==> config.mk <==
export PLATFORM = sky130hd
export DESIGN_NAME = tte_front_flat
export DESIGN_NICKNAME = d
export VERILOG_FILES = /design/src/hdl/tte_pkg.sv /design/src/hdl/tte_if.sv /design/src/hdl/tte_front.sv /design/src/flat_wrapper.sv
export SDC_FILE = /design/constraint.sdc
export NUM_CORES = 1
export LEC_CHECK = 0
export BUFFER_PORTS_ARGS = -buffer_cell sky130_fd_sc_hd__buf_2
export CAP_MARGIN = 20
export CORE_MARGIN = 2
export CORE_UTILIZATION = 35
export DETAILED_ROUTE_END_ITERATION = 10
export PLACE_DENSITY_LB_ADDON = 0.1
export SLEW_MARGIN = 20
export SYNTH_ARGS = -nofsm -noshare
export SYNTH_HDL_FRONTEND = slang
export SYNTH_SLANG_ARGS = --single-unit
==> constraint.sdc <==
create_clock -name i_clk -period 3.9 [get_ports i_clk]
set_clock_uncertainty 0.2 [all_clocks]
set_input_delay 0.39 -clock i_clk [delete_from_list [all_inputs] [get_ports i_clk]]
set_output_delay 0.39 -clock i_clk [all_outputs]
set_load 0.05 [all_outputs]
==> src/hdl/tte_pkg.sv <==
// shared constants, types and helper function for the terminal engine
`timescale 1ns / 1ps
package tte_pkg;

    localparam int COLUMNS  = 80;
    localparam int ROWS     = 25;
    localparam int MAX_ARGS = 16;
    localparam int CELLS    = COLUMNS * ROWS;

    localparam int COL_W   = $clog2(COLUMNS + 1);
    localparam int ROW_W   = $clog2(ROWS);
    localparam int ROWN_W  = $clog2(ROWS + 1);
    localparam int ADDR_W  = $clog2(CELLS + 1);
    localparam int RAM_AW  = $clog2(CELLS);
    localparam int SLOT_W  = $clog2(MAX_ARGS);
    localparam int ARGC_W  = $clog2(MAX_ARGS + 1);
    localparam int ARG_W   = 16;
    localparam int ARG_MAX = 65535;
    localparam int CHAR_W  = 8;
    localparam int ATTR_W  = 8;
    localparam int CELL_W  = 16;
    localparam int PADDR_W = 2;
    localparam int PDATA_W = 32;

    localparam int QUEUE_DEPTH = 2;

    localparam logic [ATTR_W-1:0] ATTR_RESET = 8'h07;

    localparam logic [CHAR_W-1:0] CH_NUL  = 8'h00;
    localparam logic [CHAR_W-1:0] CH_LF   = 8'h0A;
    localparam logic [CHAR_W-1:0] CH_ESC  = 8'h1B;
    localparam logic [CHAR_W-1:0] CH_LBR  = 8'h5B;
    localparam logic [CHAR_W-1:0] CH_SEMI = 8'h3B;
    localparam logic [CHAR_W-1:0] CH_LC   = 8'h63;
    localparam logic [CHAR_W-1:0] CH_0    = 8'h30;
    localparam logic [CHAR_W-1:0] CH_9    = 8'h39;

    // control sequence final bytes
    localparam logic [CHAR_W-1:0] FIN_CUU = 8'h41;
    localparam logic [CHAR_W-1:0] FIN_CUD = 8'h42;
    localparam logic [CHAR_W-1:0] FIN_CUF = 8'h43;
    localparam logic [CHAR_W-1:0] FIN_CUB = 8'h44;
    localparam logic [CHAR_W-1:0] FIN_CNL = 8'h45;
    localparam logic [CHAR_W-1:0] FIN_CPL = 8'h46;
    localparam logic [CHAR_W-1:0] FIN_CHA = 8'h47;
    localparam logic [CHAR_W-1:0] FIN_CUP = 8'h48;
    localparam logic [CHAR_W-1:0] FIN_HVP = 8'h66;
    localparam logic [CHAR_W-1:0] FIN_ED  = 8'h4A;
    localparam logic [CHAR_W-1:0] FIN_EL  = 8'h4B;
    localparam logic [CHAR_W-1:0] FIN_SU  = 8'h53;
    localparam logic [CHAR_W-1:0] FIN_SD  = 8'h54;
    localparam logic [CHAR_W-1:0] FIN_VPA = 8'h64;
    localparam logic [CHAR_W-1:0] FIN_SGR = 8'h6D;
    localparam logic [CHAR_W-1:0] FIN_SCP = 8'h73;
    localparam logic [CHAR_W-1:0] FIN_RCP = 8'h75;

    localparam logic [2:0] FG_MAP [8] = '{3'd0, 3'd4, 3'd2, 3'd6, 3'd1, 3'd5, 3'd3, 3'd7};

    typedef enum logic [1:0] {
        MODE_NORMAL,
        MODE_ESC,
        MODE_CSI
    } t_mode;

    typedef enum logic [2:0] {
        BC_NUL,
        BC_LF,
        BC_ESC,
        BC_DIGIT,
        BC_SEMI,
        BC_LBR,
        BC_LC,
        BC_OTHER
    } t_byte_cls;

    typedef enum logic [2:0] {
        ST_IDLE,
        ST_READ,
        ST_COPY_RD,
        ST_COPY_WR,
        ST_CLEAR,
        ST_SGR,
        ST_PRINT
    } t_state;

    typedef enum logic [2:0] {
        ACT_DONE,
        ACT_WRITE,
        ACT_READ,
        ACT_CLEAR,
        ACT_SCROLL_UP,
        ACT_SCROLL_DN,
        ACT_SGR
    } t_act;

    typedef struct packed {
        logic              cmd;
        logic [CHAR_W-1:0] char_byte;
        logic [ADDR_W-1:0] cell_address;
        t_byte_cls         cls;
    } t_item;

    typedef struct packed {
        logic init_busy;
    } t_back_status;

    function automatic logic [ATTR_W-1:0] sgr_apply(
        input logic [ATTR_W-1:0] a,
        input logic [ARG_W-1:0]  v,
        input logic [ATTR_W-1:0] dflt
    );
        logic [ATTR_W-1:0] r;
        r = a;
        if (v == ARG_W'(0)) begin
            r = dflt;
        end else if (v == ARG_W'(1)) begin
            r = a | 8'h08;
        end else if (v == ARG_W'(22)) begin
            r = a & ~8'h08;
        end else if (v >= ARG_W'(30) && v <= ARG_W'(37)) begin
            r = (a & 8'hF8) | {5'b0, FG_MAP[3'(v - ARG_W'(30))]};
        end else if (v == ARG_W'(39)) begin
            r = (a & 8'hF8) | 8'h07;
        end else if (v >= ARG_W'(40) && v <= ARG_W'(47)) begin
            r = (a & 8'h0F) | {1'b0, FG_MAP[3'(v - ARG_W'(40))], 4'b0};
        end else if (v == ARG_W'(49)) begin
            r = a & 8'h0F;
        end
        return r;
    endfunction

endpackage

==> src/hdl/tte_if.sv <==
// request and result channels of the terminal engine
`timescale 1ns / 1ps
interface tte_in_if;
    logic                        valid;
    logic                        ready;
    logic                        cmd;
    logic [tte_pkg::CHAR_W-1:0]  char_byte;
    logic [tte_pkg::ADDR_W-1:0]  cell_address;

    modport source (output valid, cmd, char_byte, cell_address, input ready);
    modport sink   (input valid, cmd, char_byte, cell_address, output ready);
endinterface


==> src/hdl/tte_front.sv <==
// request intake, byte classification and two-entry queue
`timescale 1ns / 1ps
module tte_front (
    input  logic                  i_clk,
    input  logic                  i_rst_n,
    tte_in_if.sink                i_item,
    input  tte_pkg::t_back_status i_status,
    input  logic                  i_pop,
    output logic                  o_q_valid,
    output tte_pkg::t_item        o_q_item
);
    import tte_pkg::*;

    localparam int PTR_W = $clog2(QUEUE_DEPTH);
    localparam int CNT_W = $clog2(QUEUE_DEPTH + 1);

    t_item             r_slots [QUEUE_DEPTH];
    logic [PTR_W-1:0]  r_wptr, n_wptr;
    logic [PTR_W-1:0]  r_rptr, n_rptr;
    logic [CNT_W-1:0]  r_count, n_count;
    logic              w_push;
    t_item             w_new;

    function automatic t_byte_cls classify(input logic [CHAR_W-1:0] c);
        t_byte_cls k;
        k = BC_OTHER;
        if (c == CH_NUL) k = BC_NUL;
        else if (c == CH_LF) k = BC_LF;
        else if (c == CH_ESC) k = BC_ESC;
        else if (c >= CH_0 && c <= CH_9) k = BC_DIGIT;
        else if (c == CH_SEMI) k = BC_SEMI;
        else if (c == CH_LBR) k = BC_LBR;
        else if (c == CH_LC) k = BC_LC;
        return k;
    endfunction

    assign i_item.ready = (r_count != CNT_W'(QUEUE_DEPTH)) && !i_status.init_busy;
    assign w_push       = i_item.valid && i_item.ready;

    always_comb begin
        w_new.cmd          = i_item.cmd;
        w_new.char_byte    = i_item.char_byte;
        w_new.cell_address = i_item.cell_address;
        w_new.cls          = classify(i_item.char_byte);
    end

    always_comb begin
        n_wptr  = w_push ? PTR_W'(r_wptr + 1'b1) : r_wptr;
        n_rptr  = i_pop ? PTR_W'(r_rptr + 1'b1) : r_rptr;
        n_count = CNT_W'(r_count + CNT_W'(w_push) - CNT_W'(i_pop));
    end

    always_ff @(posedge i_clk) begin
        if (!i_rst_n) begin
            r_wptr  <= '0;
            r_rptr  <= '0;
            r_count <= '0;
        end else begin
            r_wptr  <= n_wptr;
            r_rptr  <= n_rptr;
            r_count <= n_count;
        end
    end

    always_ff @(posedge i_clk) begin
        if (w_push) begin
            r_slots[r_wptr] <= w_new;
        end
    end

    assign o_q_valid = (r_count != '0);
    assign o_q_item  = r_slots[r_rptr];
endmodule

==> src/flat_wrapper.sv <==
// flat-port wrapper written by rule: the top's interface ports become plain ports
module tte_front_flat import tte_pkg::*;
  (i_clk, i_rst_n, i_status, i_pop, o_q_valid, o_q_item, i_item_valid, i_item_cmd, i_item_char_byte, i_item_cell_address, i_item_ready);
  tte_in_if i_item_i ();
  input  logic i_clk;
  input  logic i_rst_n;
  input  tte_pkg::t_back_status i_status;
  input  logic i_pop;
  output logic o_q_valid;
  output tte_pkg::t_item o_q_item;
  input wire logic [$bits(i_item_i.valid)-1:0] i_item_valid;
  input wire logic [$bits(i_item_i.cmd)-1:0] i_item_cmd;
  input wire logic [$bits(i_item_i.char_byte)-1:0] i_item_char_byte;
  input wire logic [$bits(i_item_i.cell_address)-1:0] i_item_cell_address;
  output wire logic [$bits(i_item_i.ready)-1:0] i_item_ready;
  assign i_item_i.valid = i_item_valid;
  assign i_item_i.cmd = i_item_cmd;
  assign i_item_i.char_byte = i_item_char_byte;
  assign i_item_i.cell_address = i_item_cell_address;
  assign i_item_ready = i_item_i.ready;
  tte_front u_core (.i_clk(i_clk), .i_rst_n(i_rst_n), .i_item(i_item_i), .i_status(i_status), .i_pop(i_pop), .o_q_valid(o_q_valid), .o_q_item(o_q_item));
endmodule
==> key figures, run 1 <==
Synth
  • Syn Inst Count: 116
  • Sequential-to-total area share from yosys stat: 72.77%
  • Synthesized net count: 143
  • Netlist Area Pre-Place: 2036 µm²
  • Post-synth EDFFs: 46
  • Avg Inst Size Synth: 17.55 µm²
  • Top cell type by total area after synthesis: edfxtp_1
  • Area share of the largest cell type after synthesis: 67.85%
  • Synth top area cells: edfxtp_1 68%, mux2_2 13%, dfxtp_1 4.9%
  • Yosys cell types: 29
  • Synth Flop Type: edfxtp_1
  • Synth Register Bits: 51
  • Yosys warns: 0
  • Ys async rst share: 0%

Global routing
  • First-pass GRT wire length: 5651 µm
  • Vias in the first global route: 1200
  • Largest net degree at the start of global routing: 24
  • GRT overflow: 0
  • Initial antenna violation count: 0
  • Tot GR Track Use: 11.84%

Pwr
  • Clock power share: 23.8%
  • Power Density: 482.7 nW/µm²
  • Sw Pwr: 346.0 µW
  • Internal Dissipation: 837.2 µW
  • Maximum VDD drop: 224.8 µV
  • Register share of total power: 55.0%
  • Pleak: 0.8880 nW
  • Power Total: 1.183 mW
  • Gate power share: 21.2%
  • Sw Share: 29.25%

Timing
  • Hold Slack: 77.50 ps
  • Worst slew pin tran: 938.6 ps
  • Worst setup margin: 1672 ps
  • Slew margin rel.: 36.91%
  • Fin. Hold Viols: 0
  • Fmax: 448.9 MHz
  • RSZ-0062 raised after global routing: no
  • Final slew viol count: 0
  • Setup TNS: 0 ps
  • Final setup fails: 0
  • Final critical-path required period: 2228 ps
  • Final period util: 57.12%

Worst hold path
  • Hold Crit Class: input pin to flop
  • Hold endpoint: u_core.r_slots[0][22]$_DFFE_PP_
  • Min-Delay Path Depth: 1
  • Hold path start: i_item_cmd

Setup path
  • WS Path Type: flop to output port
  • CP peak stage delay: 710 ps
  • Worst R2R Path Depth: 3
  • Crit-path slowest cell: dfxtp_2
  • R2R Setup Slk: 1750 ps
  • Reg-to-Reg End: u_core.r_slots[0][13]$_DFFE_PP_
  • Worst setup SP type: flop
  • Arrival time worst endpoint: 1640 ps
  • Worst reg2reg startpoint: u_core.r_count[1]$_SDFF_PN0_
  • Worst Path Max Fanout: 23
  • Worst path cell trace: mux2_2 -> buf_2
  • Endpoint class of the critical path: output port
  • Worst path required time: 3310 ps

CTS
  • Clk Latency, worst-skew pair: 300 ps
  • CTS tree: done
  • CTS Buf Count: 5
  • Setup Buffers After CTS: 0
  • Hold_buf cts: 0
  • H-tree lvl count: 2
  • Clk buf depth: 2
  • CTS Root Cell: clkbuf_8
  • Cts repair resizes: 0
  • CTS clk-pin slew, worst paths: 90 ps
  • # clock sinks: 51

Floorplanning
  • Initial core utilization: 36.52%
  • DIE HEIGHT: 80.27 µm
  • Num rows: 27
  • Die Wd: 80.27 µm
  • Core Area: 5574 µm²
  • Die area: 6442 µm²
  • I/O Pins: 50

Finish
  • Layout fillers: 528
  • Antenna diode count: 0
  • Post-route insts no fill: 243
  • P&R area growth vs syn: 20.41%
  • Final nets: 197
  • Register Area: 1483 µm²
  • Final Core Density: 43.97%
  • Commonest non-fill, non-tap cell in the layout: buf_2
  • Commonest non-fill, non-tap cells in the layout: 49 x buf_2, 46 x edfxtp_1, 23 x mux2_2, 5 x clkbuf_8
  • Multi-input combinational cell area: 529.3 µm²
  • Design Area, Final: 2451 µm²
  • Share of layout cells above drive strength 1: 49.71%

Drt
  • Residual DRC count: 0
  • Highest routing layer actually used: met4
  • Antenna Violating Nets Remaining: 0
  • Routed WL: 3609 µm
  • Avg WL per Cell: 14.85 µm
  • WL met1: 1570 µm
  • Via count: 1168
  • Detailed Route Iter0 Violations: 75
  • Met2 WL: 1776 µm
  • Met3 Routed Length: 210 µm
  • DRT Pass-1 Iters: 4
  • Vias per Instance: 4.807

Place
  • Placed instance count: 235
  • DPL Wire Length: 2496 µm
  • Post-DP Area: 2367 µm²
  • I/O Buffers: 49
  • GPL Wtd Cong: 0.6706
  • Pre-CTS setup slack: 1542 ps

Outcome
  • Status: complete, no violations

Flow run
  • Max-cap violations: 0
critical path: cells and delay by family (launching register included):
family | cells | cell delay, ps
DFF | 1 | 710
buffers and inverters | 1 | 210
muxes | 1 | 410
Yosys cell counts, types with 2 or more instances:
library cell  number
a21oi_1            2
xnor2_1            2
mux2_2            23
buf_2              2
xor2_1             3
ha_1               2
nor4_1             2
edfxtp_1          46
inv_1              4
and2_1             5
nor2_1             3
dfxtp_1            5
kinds of logic (layout without fill, tap and decap cells):
| logic type | after synthesis | count (layout) | share of synthesized area [%] |
|---|---|---|---|
| adders and majority gates | 2 | 2 | 1.229 |
| DFF | 51 | 51 | 72.77 |
| xor gates and xnor gates | 5 | 5 | 2.152 |
| and+or+nand+nor | 19 | 19 | 6.269 |
| buffers and inverters | 7 | 62 | 1.598 |
| muxes | 23 | 23 | 12.72 |
| AOI/OAI and AO/OA | 9 | 9 | 3.258 |
worst max path at each step:
stage	from	to	slack (ps)	cells past startpoint
after floorplan	i_status	u_core.r_slots[0][0]$_DFFE_PP_	420	1
after global placement	i_status	u_core.r_slots[0][10]$_DFFE_PP_	1610	3
after detailed placement	i_status	u_core.r_slots[0][8]$_DFFE_PP_	1540	3
after CTS	flop	o_q_item[0]	1250	2
after global routing	flop	o_q_item[0]	1560	2
final	flop	o_q_item[0]	1670	2
final cells by class:
class / instances / area share [%]
flip-flops and latches: 51 / 60.49
multi-input cells: 58 / 21.59
repair buffers: 50 / 10.31
well taps: 72 / 3.675
clock buffers: 7 / 3.114
inverters: 4 / 0.6126
clock inverters: 1 / 0.2042
power by group through the flow:
stage | Clock [mW] | Combinational [mW] | Sequential [mW]
floorplan | 0 | 0.199 | 0.653
detailed placement | 0 | 0.254 | 0.664
global route | 0.317 | 0.269 | 0.655
global placement | 0 | 0.250 | 0.662
finish | 0.281 | 0.251 | 0.651
CTS | 0.291 | 0.255 | 0.652
routing by layer:
metal  vias up  GRT usage [%]
met5         -              0
met4         0          4.576
met3         6          3.820
met2        39          20.25
met1       572          13.77
li1        551              -
flip-flops by register name, indices dropped and copies added, names as in the netlist, named ones only:
signal,count
u_core.r_count,2
u_core.r_wptr,1
u_core.r_rptr,1
u_core.r_slots,46
No activity file was read; power rests on OpenSTA's default activity.
==> inputs of run 2 (changes only) <==
==> constraint.sdc (replaced) <==
create_clock -name i_clk -period 2.03 [get_ports i_clk]
set_clock_uncertainty 0.2 [all_clocks]
set_input_delay 0.203 -clock i_clk [delete_from_list [all_inputs] [get_ports i_clk]]
set_output_delay 0.203 -clock i_clk [all_outputs]
set_load 0.05 [all_outputs]
==> run 2 against run 1 <==
Effect of this change: first-iteration DRC count fell by 28%; wire length fell by 0.33%; highest routed layer unchanged; core utilization rose by 4.6 points; non-clock buffer count rose by 23; design area rose by 11%; sequential power rose by 89%; sequential share of layout area fell by 5.8 points; critical endpoint is now u_core.r_slots[1][2]$_DFFE_PP_.
==> key figures, run 2 (synthesis results as in run 1) <==
Finish
  • Antenna diode count: 0
  • Max reg flops: 46
  • Commonest non-fill, non-tap cell in the layout: buf_2
  • P&R area growth vs syn: 33.07%
  • Commonest non-fill, non-tap cells in the layout: 49 x buf_2, 46 x edfxtp_1, 23 x mux2_2, 19 x dlygate4sd3_1, 7 x clkbuf_8
  • Top Registers: u_core.r_slots x46, u_core.r_count x2
  • Share of layout cells above drive strength 1: 45.36%
  • Final Core Density: 48.60%
  • Final nets: 220
  • Reg with most FFs: u_core.r_slots

Timing
  • Slew margin rel.: 74.36%
  • Final setup fails: 0
  • Worst slew pin tran: 383.8 ps
  • RSZ-0062 raised after global routing: no
  • Final slew viol count: 0
  • Worst setup margin: 171.0 ps
  • Final critical-path required period: 1859 ps
  • Final period util: 91.58%
  • Setup TNS: 0 ps
  • Fmax: 537.9 MHz
  • Fin. Hold Viols: 0

Setup path
  • Worst setup SP type: input pin
  • WS Path Type: input pin to flop
  • Worst path cell trace: dlygate4sd3_1 -> buf_2 -> or4_1 -> a21oi_1 -> a21oi_1
  • Critical Path Sink: u_core.r_slots[1][2]$_DFFE_PP_
  • Reg-to-Reg End: u_core.r_slots[1][1]$_DFFE_PP_
  • Worst path required time: 1870 ps
  • R2R Setup Slk: 370 ps
  • Most used cell, CP: a21oi_1
  • Arrival time worst endpoint: 1700 ps
  • Worst Path Max Fanout: 5
  • Endpoint class of the critical path: flop
  • Worst R2R Path Depth: 4
  • Worst reg2reg startpoint: u_core.r_count[1]$_SDFF_PN0_
  • Crit-path slowest cell: or4_1
  • CP peak stage delay: 580 ps
  • Critical path origin: i_item_char_byte[1]

Floorplanning
  • Num rows: 27
  • Initial core utilization: 36.52%
  • Die area: 6442 µm²
  • DIE HEIGHT: 80.27 µm
  • I/O Pins: 50
  • Die Wd: 80.27 µm
  • Core Area: 5574 µm²

Drt
  • Residual DRC count: 0
  • Via count: 1228
  • Detailed Route Iter0 Violations: 54
  • Vias per Instance: 4.617
  • Routed WL: 3597 µm
  • DRT Pass-1 Iters: 4
  • Avg WL per Cell: 13.52 µm
  • Antenna Violating Nets Remaining: 0

Outcome
  • Status: complete, no violations

Pwr
  • Pleak: 1.002 nW
  • Power Density: 881.6 nW/µm²
  • Maximum VDD drop: 381.2 µV

Worst hold path
  • Hold Crit Class: input pin to flop

CTS
  • Clk buf depth: 2
  • CTS Root Cell: clkbuf_8
  • CTS Buf Count: 5
  • CTS clk-pin slew, worst paths: 80 ps
  • H-tree lvl count: 2
  • Clk Latency, worst-skew pair: 300 ps
  • Cts repair resizes: 0
  • # clock sinks: 51
  • CTS tree: done

Global routing
  • Met1 Track Usage GR: 14.00%
  • Met3 Use GR: 3.146%
  • Grt peak-use layer: met2
  • GRT overflow: 0
  • GR Layer Usage met2: 20.58%
  • Initial antenna violation count: 0
  • Largest net degree at the start of global routing: 24
  • Tot GR Track Use: 11.94%
  • First-pass GRT wire length: 5782 µm
  • Vias in the first global route: 1203

Place
  • I/O Buffers: 49
  • DPL Wire Length: 2426 µm
  • Pre-CTS setup slack: 381.9 ps
  • GPL Wtd Cong: 0.7985

Flow run
  • Max-cap violations: 0
## run 2: worst min-delay path by stage
stage	startpoint	endpoint	cells past startpoint
floorplan	i_item_cell_address[7]	u_core.r_slots[0][10]$_DFFE_PP_	0
finish	i_item_char_byte[5]	u_core.r_slots[0][19]$_DFFE_PP_	1
global placement	i_item_cell_address[7]	u_core.r_slots[0][10]$_DFFE_PP_	1
detailed placement	i_item_cell_address[7]	u_core.r_slots[1][10]$_DFFE_PP_	1
global route	i_item_char_byte[4]	u_core.r_slots[1][18]$_DFFE_PP_	1
CTS	i_item_char_byte[5]	u_core.r_slots[0][19]$_DFFE_PP_	1
## run 2: power breakdown
part	total, mW	internal, mW	switching, mW
registers	1.23	1.21	0.0207
logic	0.546	0.191	0.355
clock network	0.609	0.311	0.298
total	2.39	1.71	0.674
## run 2: repair_timing
item,in CTS,in global routing
endpoints found under the setup margin,0,0
hold endpoints to repair,41,0
hold buffers,19,0
setup buffers,0,0
## run 2: routing by layer
metal | part of all wire [%] | routed length (µm) | up-vias
met5 | 0 | 0 | -
met4 | 1.7 | 60 | 0
met3 | 5.9 | 212 | 6
met1 | 43 | 1563 | 587
li1 | - | - | 598
met2 | 49 | 1761 | 37
## run 2: cell type report
class                           count  area [µm²]
Tap cell                           72       90.09
Fill cell                         508        2865
Timing Repair Buffer               73       485.5
Inverter                            4       15.01
Multi-Input combinational cell     58       536.8
Clock buffer                        8       100.1
Sequential cell                    51        1481
## run 2: critical path: cells and delay by family
family	cells	cell delay, ps
compound gates	2	240
simple gates	1	580
buf+inv	2	680
## run 2: per-stage QoR
stage / power (mW) / area (µm²) / hold slack, ps / std cells
3_5_place_dp: 1.781 / 2419 / 195.0 / 239
2_1_floorplan: 1.642 / 2051 / 101.9 / 116
6_report: 2.388 / 2709 / 20.17 / 266
3_3_place_gp: 1.770 / 2419 / 192.7 / 239
4_1_cts: 2.427 / 2709 / 6.257 / 266
5_1_grt: 2.496 / 2709 / 29.06 / 266
==> inputs of run 3 (changes only) <==
--- a/config.mk
+++ b/config.mk
@@ -5,13 +5,12 @@
 export SDC_FILE = /design/constraint.sdc
 export NUM_CORES = 1
 export LEC_CHECK = 0
+export ABC_CLOCK_PERIOD_IN_PS = 2029
 export BUFFER_PORTS_ARGS = -buffer_cell sky130_fd_sc_hd__buf_2
 export CAP_MARGIN = 20
 export CORE_MARGIN = 2
 export CORE_UTILIZATION = 35
 export DETAILED_ROUTE_END_ITERATION = 10
-export PLACE_DENSITY_LB_ADDON = 0.1
-export SLEW_MARGIN = 20
 export SYNTH_ARGS = -nofsm -noshare
 export SYNTH_HDL_FRONTEND = slang
 export SYNTH_SLANG_ARGS = --single-unit
==> run 3 against run 2 <==
Effect of this change: setup slack got worse by 51 ps; die area is the same; non-clock buffer count shrank 2; combinational power shrank 2%; first-iteration DRC count increased by 7.4%; largest power group unchanged.
==> key figures, run 3 (synthesis results as in run 1) <==
Setup path
  • Worst setup SP type: flop
  • WS Path Type: flop to output port
  • Arrival time worst endpoint: 1510 ps
  • Worst Path Max Fanout: 23
  • Worst path required time: 1630 ps
  • Endpoint class of the critical path: output port

Global routing
  • Tot GR Track Use: 11.76%
  • Largest net degree at the start of global routing: 24
  • Initial antenna violation count: 0
  • Met1 Track Usage GR: 13.09%
  • GRT overflow: 0
  • Met3 Use GR: 3.146%
  • GR Layer Usage met2: 21.42%
  • Vias in the first global route: 1256
  • First-pass GRT wire length: 5685 µm
  • Grt peak-use layer: met2

Drt
  • Antenna Violating Nets Remaining: 0
  • Avg WL per Cell: 13.58 µm
  • Residual DRC count: 0
  • Via count: 1219
  • DRT Pass-1 Iters: 6
  • Detailed Route Iter0 Violations: 58
  • Routed WL: 3585 µm
  • Vias per Instance: 4.617

Finish
  • Top Registers: u_core.r_slots x46, u_core.r_count x2
  • Reg with most FFs: u_core.r_slots
  • Commonest non-fill, non-tap cells in the layout: 49 x buf_2, 46 x edfxtp_1, 23 x mux2_2, 19 x dlygate4sd3_1
  • Share of layout cells above drive strength 1: 44.79%
  • Commonest non-fill, non-tap cell in the layout: buf_2
  • P&R area growth vs syn: 33.31%
  • Post-route insts no fill: 264
  • Max reg flops: 46
  • Antenna diode count: 0
  • Final nets: 218
  • Layout fillers: 504
  • Design Area, Final: 2714 µm²

Place
  • I/O Buffers: 49
  • Post-DP Area: 2391 µm²
  • DPL Wire Length: 2425 µm
  • GPL Wtd Cong: 0.7408
  • Placed instance count: 237

Timing
  • Final period util: 94.10%
  • Final slew viol count: 0
  • Fmax: 523.5 MHz
  • Slew margin rel.: 73.51%
  • RSZ-0062 raised after global routing: no
  • Worst slew pin tran: 396.5 ps
  • Fin. Hold Viols: 0
  • Final setup fails: 0
  • Hold Slack: 25.29 ps
  • Final critical-path required period: 1910 ps
  • Setup TNS: 0 ps

Floorplanning
  • Die Wd: 80.27 µm
  • Die area: 6442 µm²
  • Num rows: 27
  • I/O Pins: 50
  • Core Area: 5574 µm²
  • DIE HEIGHT: 80.27 µm
  • Initial core utilization: 36.52%

Pwr
  • Maximum VDD drop: 555.7 µV
  • Power Total: 2.561 mW
  • Power Density: 943.5 nW/µm²
  • Pleak: 1.001 nW

CTS
  • CTS Buf Count: 5
  • # clock sinks: 51
  • Clk Latency, worst-skew pair: 290 ps
  • H-tree lvl count: 2
  • CTS clk-pin slew, worst paths: 80 ps
  • CTS tree: done
  • CTS Root Cell: clkbuf_8
  • Clk buf depth: 2

Flow run
  • Max-cap violations: 0

Outcome
  • Status: complete, no violations

Worst hold path
  • Hold Crit Class: input pin to flop
run 3: cell types whose count changed in the layout (fill, tap and decap cells not counted):
cell,before,now
buf_12,1,0
buf_4,4,3
bufinv_16,0,2
clkbuf_8,7,5
run 3: metrics by stage:
stage | worst slack, ps | utilization [%]
6_report | 119.7 | 48.69
5_1_grt | 48.94 | 48.69
4_1_cts | 87.36 | 48.69
3_5_place_dp | 304.6 | 42.90
3_3_place_gp | 366.8 | 42.90
2_1_floorplan | 149.5 | -
run 3: report_power, final:
part           switching (mW)  internal (mW)
clock                   0.300          0.492
combinational           0.355          0.181
sequential             0.0196           1.21
run 3: what timing repair did:
item,CTS,global route
hold buffers,19,0
setup buffers,0,0
hold endpoints to repair,41,0
resized for setup,0,0
run 3: worst max-delay path, stage by stage (launching register included):
cell	delay (ps)
dfxtp_1	320
buf_4	280
mux2_2	390
buf_2	210
run 3: path summary, 6_finish.rpt:
check                                     from  slack (ps)  cells after the start                         endpoint
hold reg to reg     u_core.r_rptr$_SDFFE_PN0P_         380                      2                             flop
setup reg to reg  u_core.r_count[1]$_SDFF_PN0_         310                      4   u_core.r_slots[1][1]$_DFFE_PP_
hold / removal             i_item_char_byte[5]          30                      1  u_core.r_slots[1][19]$_DFFE_PP_
setup / recovery                          flop         120                      3                     o_q_item[21]
run 3: final cells by class:
class	instances	area, µm²	share of cell area, %
well taps	72	90.09	3.320
repair buffers	71	457.9	16.87
clock inverters	2	60.06	2.213
flip-flops and latches	51	1481	54.59
inverters	4	15.01	0.5533
clock buffers	6	72.57	2.674
multi-input cells	58	536.8	19.78
run 3: layer usage:
metal / part of all wire (%) / wire, µm / vias to the layer above
met3: 5.0 / 181 / 6
met2: 51 / 1823 / 36
met5: 0 / 0 / -
li1: - / - / 597
met4: 1.3 / 48 / 0
met1: 43 / 1532 / 580
